$ cat config.mk
export PLATFORM = sky130hd
export DESIGN_NAME = buck_constant_current_controller_unit
export DESIGN_NICKNAME = d
export VERILOG_FILES = /design/src/rtl/core/bccc_pkg.sv /design/src/rtl/core/buck_constant_current_controller_unit.sv /design/src/rtl/core/bccc_cfg.sv /design/src/rtl/core/bccc_ctrl.sv /design/src/rtl/core/bccc_dp.sv
export SDC_FILE = /design/constraint.sdc
export NUM_CORES = 2
export LEC_CHECK = 0
export BUFFER_PORTS_ARGS = -buffer_cell sky130_fd_sc_hd__buf_2
export CORE_MARGIN = 3
export CORE_UTILIZATION = 60
export DETAILED_ROUTE_END_ITERATION = 7
export PLACE_DENSITY = 0.78
export SLEW_MARGIN = 20
export SYNTH_ARGS = -nofsm -noshare
export SYNTH_HDL_FRONTEND = slang
export SYNTH_SLANG_ARGS = --single-unit
$ cat constraint.sdc
create_clock -name clk -period 17.6 [get_ports clk]
set_clock_uncertainty 0.2 [all_clocks]
set_input_delay 2.64 -clock clk [delete_from_list [all_inputs] [get_ports clk]]
set_output_delay 2.64 -clock clk [all_outputs]
set_load 0.03 [all_outputs]
$ cat src/rtl/core/bccc_pkg.sv
// Shared types, constants and helpers for the buck constant-current controller.
`default_nettype none
package bccc_pkg;

  localparam int FRAC_BITS_DEF = 16;
  localparam int ACC_W         = 72;
  localparam int OPD_W         = 34;
  localparam int PROD_W        = 2 * OPD_W;
  localparam int CFG_IDX_W     = 4;
  localparam int CFG_DATA_W    = 32;

  typedef enum logic [CFG_IDX_W-1:0] {
    REG_OV_LIMIT = 4'd0,
    REG_CUR_REF  = 4'd1,
    REG_FILT_B0  = 4'd2,
    REG_PI_NOW   = 4'd3,
    REG_PI_PAST  = 4'd4,
    REG_LAG_NOW  = 4'd5,
    REG_LAG_PAST = 4'd6,
    REG_FF_GAIN  = 4'd7
  } reg_idx_t;

  typedef struct packed {
    logic        [14:0] ov_limit;
    logic        [14:0] cur_ref;
    logic        [16:0] filt_b0;
    logic signed [31:0] pi_now;
    logic signed [31:0] pi_past;
    logic signed [31:0] lag_now;
    logic signed [31:0] lag_past;
    logic        [30:0] ff_gain;
  } cfg_t;

  // product selects, in issue order
  typedef enum logic [3:0] {
    M_B0_IL   = 4'd0,
    M_B0_FIP  = 4'd1,
    M_A1_FOP  = 4'd2,
    M_PGN_E   = 4'd3,
    M_PGP_EP  = 4'd4,
    M_LB0_U   = 4'd5,
    M_LB1_LIP = 4'd6,
    M_LA1_LOP = 4'd7,
    M_FF      = 4'd8
  } msel_t;

  typedef enum logic [1:0] {
    ACC_NONE = 2'd0,
    ACC_ADD  = 2'd1,
    ACC_SUB  = 2'd2
  } acc_op_t;

  typedef enum logic [2:0] {
    FIN_NONE = 3'd0,
    FIN_FILT = 3'd1,
    FIN_PI   = 3'd2,
    FIN_LAG  = 3'd3,
    FIN_FF   = 3'd4,
    FIN_OV   = 3'd5
  } fin_t;

  typedef struct packed {
    logic    load;
    logic    mul_en;
    msel_t   sel;
    acc_op_t acc;
    fin_t    fin;
  } cmd_t;

  typedef struct packed {
    logic ov;
  } sts_t;

  function automatic logic signed [31:0] sat32(input logic signed [ACC_W-1:0] v);
    logic signed [ACC_W-1:0] hi;
    logic signed [ACC_W-1:0] lo;
    hi = ACC_W'(64'sh7FFF_FFFF);
    lo = -ACC_W'(64'sh8000_0000);
    if (v > hi) begin
      sat32 = 32'sh7FFF_FFFF;
    end else if (v < lo) begin
      sat32 = 32'sh8000_0000;
    end else begin
      sat32 = v[31:0];
    end
  endfunction

  function automatic logic signed [ACC_W-1:0] clampw(input logic signed [ACC_W-1:0] v,
                                                     input logic signed [ACC_W-1:0] lo,
                                                     input logic signed [ACC_W-1:0] hi);
    if (v > hi) begin
      clampw = hi;
    end else if (v < lo) begin
      clampw = lo;
    end else begin
      clampw = v;
    end
  endfunction

endpackage
`default_nettype wire

$ cat src/rtl/core/buck_constant_current_controller_unit.sv
// Top level of the buck constant-current controller.
//
//   channel  | handshake                      | payload
//   ---------+--------------------------------+-----------------------------------------
//   in       | in_valid / in_ready            | in_voltage_sample, in_inductor_current,
//            |                                | in_load_current
//   out      | out_valid / out_ready          | out_duty_cycle, out_protection_active
//   cfg      | cfg_we (no wait)               | cfg_index, cfg_data
//
// out_valid rises when the work ends: a check state (which goes straight
// to the result under overvoltage), then nine products issued in turn
// through one shared 34x34 multiplier, each followed by an accumulate
// state, plus a finish state per loop stage. in_ready is high only while
// no sample is in work and returns the cycle after the result transfer;
// the result register holds until out_ready. Reset is synchronous, active
// low; it restores register defaults and clears all loop history.
`default_nettype none
module buck_constant_current_controller_unit
  import bccc_pkg::*;
#(
  parameter int FRAC_BITS = FRAC_BITS_DEF
) (
  input  wire logic                  clk,
  input  wire logic                  rst_n,
  input  wire logic                  in_valid,
  output logic                       in_ready,
  input  wire logic signed [15:0]    in_voltage_sample,
  input  wire logic signed [15:0]    in_inductor_current,
  input  wire logic signed [15:0]    in_load_current,
  output logic                       out_valid,
  input  wire logic                  out_ready,
  output logic             [16:0]    out_duty_cycle,
  output logic                       out_protection_active,
  input  wire logic                  cfg_we,
  input  wire logic [CFG_IDX_W-1:0]  cfg_index,
  input  wire logic [CFG_DATA_W-1:0] cfg_data
);

  cfg_t cfg;
  cmd_t cmd;
  sts_t sts;

  bccc_cfg u_cfg (
    .clk       (clk),
    .rst_n     (rst_n),
    .cfg_we    (cfg_we),
    .cfg_index (cfg_index),
    .cfg_data  (cfg_data),
    .cfg       (cfg)
  );

  bccc_ctrl u_ctrl (
    .clk       (clk),
    .rst_n     (rst_n),
    .in_valid  (in_valid),
    .in_ready  (in_ready),
    .out_valid (out_valid),
    .out_ready (out_ready),
    .sts       (sts),
    .cmd       (cmd)
  );

  bccc_dp #(
    .FRAC_BITS (FRAC_BITS)
  ) u_dp (
    .clk                   (clk),
    .rst_n                 (rst_n),
    .cfg                   (cfg),
    .cmd                   (cmd),
    .sts                   (sts),
    .in_voltage_sample     (in_voltage_sample),
    .in_inductor_current   (in_inductor_current),
    .in_load_current       (in_load_current),
    .out_duty_cycle        (out_duty_cycle),
    .out_protection_active (out_protection_active)
  );

endmodule
`default_nettype wire

$ cat src/rtl/core/bccc_cfg.sv
// Configuration register file with index decode.
`default_nettype none
module bccc_cfg
  import bccc_pkg::*;
(
  input  wire logic                  clk,
  input  wire logic                  rst_n,
  input  wire logic                  cfg_we,
  input  wire logic [CFG_IDX_W-1:0]  cfg_index,
  input  wire logic [CFG_DATA_W-1:0] cfg_data,
  output cfg_t                       cfg
);

  cfg_t cfg_r, cfg_nxt;

  always_comb begin
    cfg_nxt = cfg_r;
    if (cfg_we) begin
      unique case (cfg_index)
        REG_OV_LIMIT: cfg_nxt.ov_limit = cfg_data[14:0];
        REG_CUR_REF:  cfg_nxt.cur_ref  = cfg_data[14:0];
        REG_FILT_B0:  cfg_nxt.filt_b0  = cfg_data[16:0];
        REG_PI_NOW:   cfg_nxt.pi_now   = cfg_data;
        REG_PI_PAST:  cfg_nxt.pi_past  = cfg_data;
        REG_LAG_NOW:  cfg_nxt.lag_now  = cfg_data;
        REG_LAG_PAST: cfg_nxt.lag_past = cfg_data;
        REG_FF_GAIN:  cfg_nxt.ff_gain  = cfg_data[30:0];
        default:      cfg_nxt = cfg_r;
      endcase
    end
  end

  always_ff @(posedge clk) begin
    if (!rst_n) begin
      cfg_r.ov_limit <= 15'd18944;
      cfg_r.cur_ref  <= 15'd1024;
      cfg_r.filt_b0  <= '0;
      cfg_r.pi_now   <= '0;
      cfg_r.pi_past  <= '0;
      cfg_r.lag_now  <= 32'sd65536;
      cfg_r.lag_past <= '0;
      cfg_r.ff_gain  <= '0;
    end else begin
      cfg_r <= cfg_nxt;
    end
  end

  assign cfg = cfg_r;

endmodule
`default_nettype wire

$ cat src/rtl/core/bccc_ctrl.sv
// Sequencer: issues multiply, accumulate and finish commands for one sample.
`default_nettype none
module bccc_ctrl
  import bccc_pkg::*;
(
  input  wire logic clk,
  input  wire logic rst_n,
  input  wire logic in_valid,
  output logic      in_ready,
  output logic      out_valid,
  input  wire logic out_ready,
  input  sts_t      sts,
  output cmd_t      cmd
);

  typedef enum logic [5:0] {
    S_IDLE  = 6'b000001,
    S_CHECK = 6'b000010,
    S_MUL   = 6'b000100,
    S_ACC   = 6'b001000,
    S_FIN   = 6'b010000,
    S_OUT   = 6'b100000
  } state_t;

  state_t     state_r, state_nxt;
  logic [3:0] step_r, step_nxt;
  msel_t      sel;
  fin_t       grp_fin;
  logic       grp_end;

  assign sel = msel_t'(step_r);

  always_comb begin
    grp_end = 1'b1;
    grp_fin = FIN_NONE;
    unique case (sel)
      M_A1_FOP:  grp_fin = FIN_FILT;
      M_PGP_EP:  grp_fin = FIN_PI;
      M_LA1_LOP: grp_fin = FIN_LAG;
      M_FF:      grp_fin = FIN_FF;
      default:   grp_end = 1'b0;
    endcase
  end

  always_comb begin
    state_nxt  = state_r;
    step_nxt   = step_r;
    cmd        = '{load: 1'b0, mul_en: 1'b0, sel: sel, acc: ACC_NONE, fin: FIN_NONE};
    in_ready   = 1'b0;
    out_valid  = 1'b0;
    unique case (state_r)
      S_IDLE: begin
        in_ready = 1'b1;
        if (in_valid) begin
          cmd.load  = 1'b1;
          step_nxt  = '0;
          state_nxt = S_CHECK;
        end
      end
      S_CHECK: begin
        if (sts.ov) begin
          cmd.fin   = FIN_OV;
          state_nxt = S_OUT;
        end else begin
          state_nxt = S_MUL;
        end
      end
      S_MUL: begin
        cmd.mul_en = 1'b1;
        state_nxt  = S_ACC;
      end
      S_ACC: begin
        case (sel) inside
          M_A1_FOP, M_LA1_LOP, M_FF: cmd.acc = ACC_SUB;
          default:                   cmd.acc = ACC_ADD;
        endcase
        if (grp_end) begin
          state_nxt = S_FIN;
        end else begin
          step_nxt  = step_r + 4'd1;
          state_nxt = S_MUL;
        end
      end
      S_FIN: begin
        cmd.fin = grp_fin;
        if (sel == M_FF) begin
          state_nxt = S_OUT;
        end else begin
          step_nxt  = step_r + 4'd1;
          state_nxt = S_MUL;
        end
      end
      S_OUT: begin
        out_valid = 1'b1;
        if (out_ready) begin
          state_nxt = S_IDLE;
        end
      end
      default: state_nxt = S_IDLE;
    endcase
  end

  always_ff @(posedge clk) begin
    if (!rst_n) begin
      state_r <= S_IDLE;
      step_r  <= '0;
    end else begin
      state_r <= state_nxt;
      step_r  <= step_nxt;
    end
  end

endmodule
`default_nettype wire

$ cat src/rtl/core/bccc_dp.sv
// Datapath: shared multiplier, accumulator, loop state and result register.
`default_nettype none
module bccc_dp
  import bccc_pkg::*;
#(
  parameter int FRAC_BITS = FRAC_BITS_DEF
) (
  input  wire logic               clk,
  input  wire logic               rst_n,
  input  cfg_t                    cfg,
  input  cmd_t                    cmd,
  output sts_t                    sts,
  input  wire logic signed [15:0] in_voltage_sample,
  input  wire logic signed [15:0] in_inductor_current,
  input  wire logic signed [15:0] in_load_current,
  output logic             [16:0] out_duty_cycle,
  output logic                    out_protection_active
);

  localparam int    SHL   = (FRAC_BITS >= 10) ? FRAC_BITS - 10 : 0;
  localparam int    SHR   = (FRAC_BITS >= 10) ? 0 : 10 - FRAC_BITS;
  localparam longint QONE = 64'sd1 <<< FRAC_BITS;
  localparam longint QP9  = (9 * QONE + 5) / 10;
  localparam longint QP1  = (QONE + 5) / 10;
  localparam longint QP3  = (3 * QONE + 5) / 10;

  localparam logic signed [ACC_W-1:0] A_ONE  = ACC_W'(QONE);
  localparam logic signed [ACC_W-1:0] A_P9   = ACC_W'(QP9);
  localparam logic signed [ACC_W-1:0] A_P1   = ACC_W'(QP1);
  localparam logic signed [ACC_W-1:0] A_P3   = ACC_W'(QP3);
  localparam logic signed [ACC_W-1:0] A_ZERO = '0;

  // sample registers
  logic signed [15:0]       v_r;
  logic signed [OPD_W-1:0]  il_r, io_r;
  // loop state
  logic signed [31:0] fip_r, fop_r, ep_r, pop_r, lip_r, lop_r, ffp_r, lcp_r;
  // intermediates
  logic signed [31:0]       e_r, uc_r, ly_r;
  logic signed [ACC_W-1:0]  acc_r;
  logic signed [PROD_W-1:0] prod_r;
  logic            [16:0]   duty_r;
  logic                     prot_r;

  logic signed [OPD_W-1:0] ref_q, il_q, io_q, opa, opb, ff_sum;
  logic signed [ACC_W-1:0] a1_w, la1_w, prod_sh, y_w, e_w, u_w, uc_w, ly_w, ff_w, d_w;
  logic signed [31:0]      a1_s, la1_s;
  logic            [47:0]  duty_w;

  function automatic logic signed [OPD_W-1:0] from_q10(input logic signed [OPD_W-1:0] x);
    from_q10 = (x <<< SHL) >>> SHR;
  endfunction

  function automatic logic signed [ACC_W-1:0] ext32(input logic signed [31:0] x);
    ext32 = ACC_W'(x);
  endfunction

  assign ref_q = from_q10(OPD_W'($signed({1'b0, cfg.cur_ref})));
  assign il_q  = from_q10(OPD_W'(in_inductor_current));
  assign io_q  = from_q10(OPD_W'(in_load_current));

  assign a1_w  = (ACC_W'($signed({1'b0, cfg.filt_b0})) <<< 1) - A_ONE;
  assign a1_s  = sat32(a1_w);
  assign la1_w = ext32(cfg.lag_now) + ext32(cfg.lag_past) - A_ONE;
  assign la1_s = sat32(la1_w);

  assign ff_sum = (ref_q - io_r) + (ref_q - OPD_W'(lcp_r));

  assign sts.ov = (v_r >= $signed({1'b0, cfg.ov_limit}));

  always_comb begin
    unique case (cmd.sel)
      M_B0_IL:   begin opa = OPD_W'($signed({1'b0, cfg.filt_b0})); opb = il_r; end
      M_B0_FIP:  begin opa = OPD_W'($signed({1'b0, cfg.filt_b0})); opb = OPD_W'(fip_r); end
      M_A1_FOP:  begin opa = OPD_W'(a1_s);          opb = OPD_W'(fop_r); end
      M_PGN_E:   begin opa = OPD_W'(cfg.pi_now);    opb = OPD_W'(e_r); end
      M_PGP_EP:  begin opa = OPD_W'(cfg.pi_past);   opb = OPD_W'(ep_r); end
      M_LB0_U:   begin opa = OPD_W'(cfg.lag_now);   opb = OPD_W'(uc_r); end
      M_LB1_LIP: begin opa = OPD_W'(cfg.lag_past);  opb = OPD_W'(lip_r); end
      M_LA1_LOP: begin opa = OPD_W'(la1_s);         opb = OPD_W'(lop_r); end
      M_FF:      begin opa = OPD_W'($signed({1'b0, cfg.ff_gain})); opb = ff_sum; end
      default:   begin opa = '0; opb = '0; end
    endcase
  end

  // floor rounding of the product
  assign prod_sh = ACC_W'(prod_r >>> FRAC_BITS);

  assign y_w    = ext32(sat32(acc_r));
  assign e_w    = ext32(sat32(ACC_W'(ref_q) - y_w));
  assign u_w    = clampw(acc_r, A_ZERO, A_ONE);
  assign uc_w   = clampw(u_w, A_P1, A_P9);
  assign ly_w   = ext32(sat32(acc_r));
  assign ff_w   = clampw(acc_r, A_ZERO, A_P3);
  assign d_w    = clampw(ext32(ly_r) + ff_w, A_P1, A_P9);
  assign duty_w = {d_w[31:0], 16'd0} >> FRAC_BITS;

  always_ff @(posedge clk) begin
    if (cmd.load) begin
      v_r  <= in_voltage_sample;
      il_r <= il_q;
      io_r <= io_q;
    end
    if (cmd.mul_en) begin
      prod_r <= opa * opb;
    end
  end

  always_ff @(posedge clk) begin
    if (!rst_n) begin
      fip_r  <= '0;
      fop_r  <= '0;
      ep_r   <= '0;
      pop_r  <= '0;
      lip_r  <= '0;
      lop_r  <= '0;
      ffp_r  <= '0;
      lcp_r  <= '0;
      acc_r  <= '0;
      e_r    <= '0;
      uc_r   <= '0;
      ly_r   <= '0;
      duty_r <= '0;
      prot_r <= 1'b0;
    end else begin
      if (cmd.load) begin
        acc_r <= '0;
      end
      case (cmd.acc)
        ACC_ADD: acc_r <= acc_r + prod_sh;
        ACC_SUB: acc_r <= acc_r - prod_sh;
        default: ;
      endcase
      unique case (cmd.fin)
        FIN_FILT: begin
          fop_r <= y_w[31:0];
          fip_r <= sat32(ACC_W'(il_r));
          e_r   <= e_w[31:0];
          acc_r <= ext32(pop_r);
        end
        FIN_PI: begin
          pop_r <= u_w[31:0];
          ep_r  <= e_r;
          uc_r  <= uc_w[31:0];
          acc_r <= '0;
        end
        FIN_LAG: begin
          lop_r <= ly_w[31:0];
          lip_r <= uc_r;
          ly_r  <= ly_w[31:0];
          acc_r <= ext32(ffp_r);
        end
        FIN_FF: begin
          ffp_r  <= ff_w[31:0];
          lcp_r  <= sat32(ACC_W'(io_r));
          duty_r <= duty_w[16:0];
          prot_r <= 1'b0;
        end
        FIN_OV: begin
          ffp_r  <= '0;
          lcp_r  <= '0;
          duty_r <= '0;
          prot_r <= 1'b1;
        end
        default: ;
      endcase
    end
  end

  assign out_duty_cycle        = duty_r;
  assign out_protection_active = prot_r;

endmodule
`default_nettype wire
== Yosys cells after proc, flatten, opt, wreduce, memory -nomap -nowiden ==
Cells that the tools add are included.

* Output and inout port bits: 20
* Input port bits: 89
* Word-level logic and storage cells: 158
* Register bits: 742

* Equal/unequal tests: 32
* Add/subtract/negate cells: 11
* Order comparisons: 20
* Multipliers: 1
* Multiplexer cells: 49
* Reductions and logical operators: 18

{| class="wikitable"
|+ Operators by type and width
! cell !! count
|-
| 32-bit two-way mux || 14
|-
| 34-bit one-hot mux with 9 select lines || 1
|-
| 72-bit by 32-bit greater-than comparator with 1-bit output (second input constant) || 4
|-
| 72-bit by 32-bit < comparator with 1-bit output (second input constant) || 4
|-
| 72-bit two-way mux || 4
|-
| 34-bit one-hot mux with 8 select lines || 1
|-
| 72-bit one-hot mux with 3 select lines || 1
|-
| 72-bit by 17-bit greater-than comparator with 1-bit output (second input constant) || 2
|-
| 72-bit by 14-bit < comparator with 1-bit output (second input constant) || 2
|-
| 72-bit one-hot mux with 2 select lines || 1
|-
| 32-bit one-hot mux with 2 select lines || 2
|-
| 32-bit by 72-bit adder with 72-bit output || 1
|-
| 72-bit by 52-bit adder with 72-bit output || 1
|-
| 72-bit by 16-bit greater-than comparator with 1-bit output (second input constant) || 1
|-
| 72-bit by 18-bit greater-than comparator with 1-bit output (second input constant) || 1
|-
| 72-bit by 1-bit < comparator with 1-bit output (second input constant) || 1
|-
| 72-bit by 18-bit subtractor with 72-bit output (second input constant) || 1
|-
| 72-bit by 52-bit subtractor with 72-bit output || 1
|-
| 34-bit by 34-bit multiplier with 68-bit output || 1
|-
| 22-bit by 32-bit subtractor with 33-bit output || 2
|-
| 22-bit by 32-bit greater-than comparator with 1-bit output (second input constant) || 2
|-
| 22-bit by 32-bit < comparator with 1-bit output (second input constant) || 2
|-
| 6-bit one-hot mux with 6 select lines || 1
|-
| 34-bit adder || 1
|-
| 42 further kinds || 79
|}

== Logic depth before layout (Yosys ltp) ==
* Word-level depth: 8
* Gate-level depth with buffers: 62
* Mapped depth without buffers: 59

== Cells and area by module ==
Synthesis repeated with hierarchy kept, for this count alone.

* Cells, all modules: 9586
* Area total of the unflattened synthesis: 82525.4 µm²

{| class="wikitable"
|+ Modules (own cells, without submodules)
! module !! times used !! sequential area each (µm²) !! area an instance (µm²) !! cells an instance
|-
| bccc_dp || 1 || 10570.1 || 74371.3 || 8779
|-
| bccc_cfg || 1 || 4124.0 || 7429.6 || 719
|-
| bccc_ctrl || 1 || 200.2 || 724.4 || 88
|}

== Worst setup path before layout ==
Ideal clock, no wire load.

* Path kind: register to register
* From: register u_cfg.cfg_r (netlist bit u_cfg.cfg[31])
* To: register u_dp.prod_r[60] (data pin)
* Arrival: 12.986 ns
* Path slack: 4.154 ns
* Library setup time: 0.260 ns
* Period minus slack after synthesis: 13.446 ns
* Cell stages (with the launch flop): 56
* Buffers on the path: 2
* Data required time: 17.140 ns
* Path through: dfxtp_1 > ha_1 > inv_1 > fa_1 > nand2b_1 > a21oi_1 > o2111a_1 > o2111ai_1 > and3_1 > a2111o_1 > nor4_2 > nand4_1 > ha_1 > nor3_1 > nand4_1 > nor3_1 > o311ai_0 > a21oi_1 > [... 20 more ...] > fa_1 > ha_1 > nor2b_1 > o21ai_0 > nand2b_1 > a21o_1 > a21o_1 > a221o_1 > a21o_1 > o21bai_1 > nor2_1 > a31oi_1 > nand2_1 > a211o_1 > a31oi_1 > o21ai_1 > a21oi_1 > xnor2_1

* Word-level cells in the longest chain between the ends: 7
* Elaborated cells on any way between the ends: 8
* Those cells by class: add/sub (2); mul (1); order compare (2); mux (3)

{| class="wikitable"
|+ RTL lines
! what !! RTL line !! text
|-
| from (decl) || bccc_cfg.sv:14 || <nowiki>cfg_t cfg_r, cfg_nxt;</nowiki>
|-
| from (signal assigned) || bccc_cfg.sv:44 || <nowiki>cfg_r <= cfg_nxt;</nowiki>
|-
| 32-bit by 32-bit adder with 33-bit output || bccc_dp.sv:64 || <nowiki>assign la1_w = ext32(cfg.lag_now) + ext32(cfg.lag_past) - A_ONE;</nowiki>
|-
| 72-bit by 18-bit subtractor with 72-bit output || bccc_dp.sv:64 ||
|-
| 72-bit by 32-bit < comparator with 1-bit output || bccc_pkg.sv:81 || <nowiki>end else if (v < lo) begin</nowiki>
|-
| 32-bit two-way mux || bccc_pkg.sv:81 ||
|-
| 32-bit two-way mux || bccc_pkg.sv:79 || <nowiki>if (v > hi) begin</nowiki>
|-
| 34-bit one-hot mux with 8 select lines (*) || bccc_dp.sv:72 || <nowiki>unique case (cmd.sel)</nowiki>
|-
| 34-bit by 34-bit multiplier with 68-bit output (*) || bccc_dp.sv:105 || <nowiki>prod_r <= opa * opb;</nowiki>
|-
| to (signal assigned) || bccc_dp.sv:105 ||
|-
| to (decl) || bccc_dp.sv:41 || <nowiki>logic signed [PROD_W-1:0] prod_r;</nowiki>
|}

Mark *: on every way between the ends. The rest lies on a longest branch, timed or not.
A chain may end at the register's enable or synchronous reset.

== Worst setup path in the final report ==
* From: register u_cfg.cfg_r (netlist bit u_cfg.cfg[31])
* To: register u_dp.prod_r[63] (data pin)

Same word-level chain as after synthesis.

==> impl_metrics.py <==
metrics = {
    "outcome": {
        "status": "finished, violations left",
        "violations": "design-rule violations",
    },
    "logic_synthesis": {
        "yosysTopAreaCell": "fa_1",
        "synth_area_per_cell_um2": 8.35,
        "synth_top_area_share_pct": 29.1,
        "synth_edf_count": 100,
        "syn_inst": 9859,
        "synth-seq-cells": 694,
        "synth_area_leaders": "fa_1 29%, dfxtp_1 14%, ha_1 7.2%, inv_1 6.6%, nand2_1 6.1%",
        "syn_area_um2": 82300,
        "ys_warn_count": 0,
        "synth_ff_type": "dfxtp_1",
        "async_reset_ff_share_pct": 0,
        "synth_seq_area_share_pct": 18.1,
        "synth_cell_types": 99,
    },
    "power_and_ir_drop": {
        "power_w": 0.00657,
        "power.switching_w": 0.00282,
        "leakagePower_nw": 41.6,
        "powerDensity_nw_per_um2": 75.1,
        "sw_frac_of_total_pct": 42.9,
        "power.internal_w": 0.00375,
        "p_clk_share_pct": 26.1,
        "combPwrFrac_pct": 47.4,
        "pwr-share-seq_pct": 26.5,
        "peakVddDrop_mv": 0.0726,
    },
    "clock_tree": {
        "clk_pin_slew_ns": 0.07,
        "cts.sinks": 694,
        "tritoncts": "built",
        "clock-root-buffer": "clkbuf_16",
        "clockBufferDepth": 3,
        "postCtsSetupBuffers": 0,
        "h-tree-depth": 3,
        "cts.hold.buffers_added": 0,
        "cts_made_buffers": 78,
        "ctsResizeCount": 0,
        "clock_latency_ns": 0.73,
    },
    "grt": {
        "grt_use_total_pct": 39.7,
        "grt_max_degree": 228,
        "antenna_found_initial": 17,
        "grt_pass1_wl_um": 432000,
        "overflow": 0,
        "first_global_vias": 74100,
    },
    "worst_setup_path": {
        "crit_path_max_fanout": 30,
        "worst-endpoint-arrival_ns": 15.76,
        "endpoint_kind": "flip-flop",
        "critPathRequiredTime_ns": 17.85,
        "crit_family": "compound AO/OA/AOI/OAI gates",
        "cp_num_buf_inv": 6,
        "cpPeakStageDelay_ns": 0.99,
        "cp_slowest_cell": "o2111a_1",
        "crit_type": "reg -> reg",
        "worst_path_most_repeated_cell": "fa_1",
        "worstSetupStartpointType": "flip-flop",
    },
    "timing": {
        "drv_slew": 0,
        "rsz0062_at_grt": "false",
        "min_period_over_period_pct": 88.1,
        "slew_headroom_pct": 12.6,
        "fmax_mhz": 64.5,
        "fin_setup_tns_ns": 0,
        "worst_pin_slew_ns": 1.31,
        "hold_violations": 0,
        "hold_ws_ns": 0.215,
        "period_minus_slack_ns": 15.51,
        "setup_viol": 0,
    },
    "routing": {
        "drc_errors": 1,
        "drtIter0Drc": 7843,
        "wl_per_cell_um": 24.2,
        "routed_wl_um": 279000,
        "vias_per_cell": 6.28,
        "drtPass1Iterations": 8,
        "drtAntennaViolNets": 0,
        "vias": 72600,
    },
    "min_path": {
        "hold_path_class": "reg -> reg",
    },
    "layout": {
        "final_nets": 11500,
        "syn_to_final_growth_pct": 6.34,
        "postLayoutCoreUtil_pct": 64.4,
        "drive_gt1_share_pct": 5.46,
    },
    "flow_run": {
        "timing.max_cap.violations": 0,
    },
    "placement": {
        "gp_congestion": 0.991,
        "io_buffers": 108,
        "place_hpwl_um": 211000,
    },
    "floorplanning": {
        "die-area_um2": 142000,
        "io_pins": 109,
        "core_um2": 136000,
        "die_h_um": 376,
        "rows": 135,
        "die_w_um": 376,
        "initial_core_util_pct": 60.6,
    },
}
[cell families after synthesis]
logic type	share of synthesized area (%)
other	0.00456
muxes	0.503
xor gates and xnor gates	3.18
DFF	18.1
and+or+nand+nor	16.4
buffers and inverters	9.18
adders and majority gates	36.4
AOI/OAI and AO/OA	16.2
[through the flow]
step	cell area, um^2	worst slack, ns	cells
final	87500	2.09	11600
after global routing	87500	1.20	11600
after CTS	87500	2.27	11500
after detailed placement	84700	2.23	11400
after global placement	84700	2.48	11400
after floorplan	82500	4.15	9914
[cell usage after synthesis, drive strengths merged, types with 41 or more instances]
master	instances
a221oi	56
ha	476
nand2b	80
fa	1198
a21o	190
a22o	45
nand2	1331
a211oi	117
a222oi	41
dfxtp	594
nand3	132
and2	85
o21a	52
a22oi	107
inv	1444
a31oi	48
xnor2	190
nor3	93
a21oi	795
nand4	75
edfxtp	100
o21ai	282
xor2	109
and3	92
buf	44
clkbuf	519
nor2	979
o21bai	49
[per-layer routing]
metal	up-vias	part of all wire, %	track usage, %	routed length (um)
li1	31800	-	-	-
met5	-	0.029	0	80
met2	4323	44	60.8	122000
met3	1129	12	12.6	34500
met1	35300	36	48.8	102000
met4	12	7.7	24.5	21500
[cells in the final DEF (no fill, tap or decap), types with 49 or more instances in the layout]
master and instances:
a211oi_1 109, a21o_1 189, a21oi_1 784, a221oi_1 51, a22oi_1 107, and2_1 79
and3_1 91, buf_2 107, buf_4 164, clkbuf_16 80, conb_1 56, dfxtp_1 593
edfxtp_1 100, fa_1 1197, ha_1 476, inv_1 1442, nand2_1 1329, nand2b_1 80
nand3_1 128, nand4_1 75, nor2_1 975, nor3_1 90, o21a_1 51, o21ai_0 258
o21bai_1 49, xnor2_1 190, xor2_1 109
[worst paths after layout]
path                               startpoint               to  slack, ns  cells after the start
worst max register to register  u_cfg.cfg[31]  u_dp.prod_r[63]       2.09                     53
worst max-delay path            u_cfg.cfg[31]  u_dp.prod_r[63]       2.09                     53
worst min-delay path             u_dp.e_r[27]    u_dp.ep_r[27]       0.21                      2
worst min register to register   u_dp.e_r[27]    u_dp.ep_r[27]       0.21                      2
[sequential cells by signal, summed over array words and instances, names as in the netlist]
name                        flops
u_dp.out_duty_cycle            17
u_dp.lip_r                     32
u_dp.fop_r                     32
u_dp.prod_r                    52
u_dp.ep_r                      32
u_dp.lop_r                     32
u_dp.uc_r                      32
u_dp.ffp_r                     32
u_dp.lcp_r                     16
u_ctrl.state_r                  6
u_dp.il_r                      16
u_dp.io_r                      16
u_cfg.cfg                     206
u_dp.fip_r                     16
u_ctrl.sel                      4
u_dp.pop_r                     32
u_dp.acc_r                     72
u_dp.out_protection_active      1
u_dp.v_r                       16
u_dp.e_r                       32
[worst min-delay path: stages, from the launching register on]
cell and delay [ns]:
dfxtp_1 0.32, nand2_1 0.07, a21oi_1 0.06
[area by class of cell]
| class | instances | area (um^2) |
|---|---|---|
| diodes | 10 | 25.0 |
| flip-flops and latches | 694 | 14900 |
| multi-input cells | 7213 | 60400 |
| fillers | 11500 | 48300 |
| clock buffers | 101 | 2190 |
| repair buffers | 273 | 1790 |
| clock inverters | 41 | 536 |
| well taps | 1781 | 2230 |
| inverters | 1444 | 5430 |
[power groups by stage]
stage / registers [W] / logic (W) / clock network (W)
floorplan: 0.00176 / 0.00203 / 0
global route: 0.00174 / 0.00341 / 0.00179
global placement: 0.00177 / 0.00292 / 0
detailed placement: 0.00177 / 0.00300 / 0
CTS: 0.00174 / 0.00303 / 0.00173
finish: 0.00174 / 0.00311 / 0.00172
(Power assumes the default switching activity.)
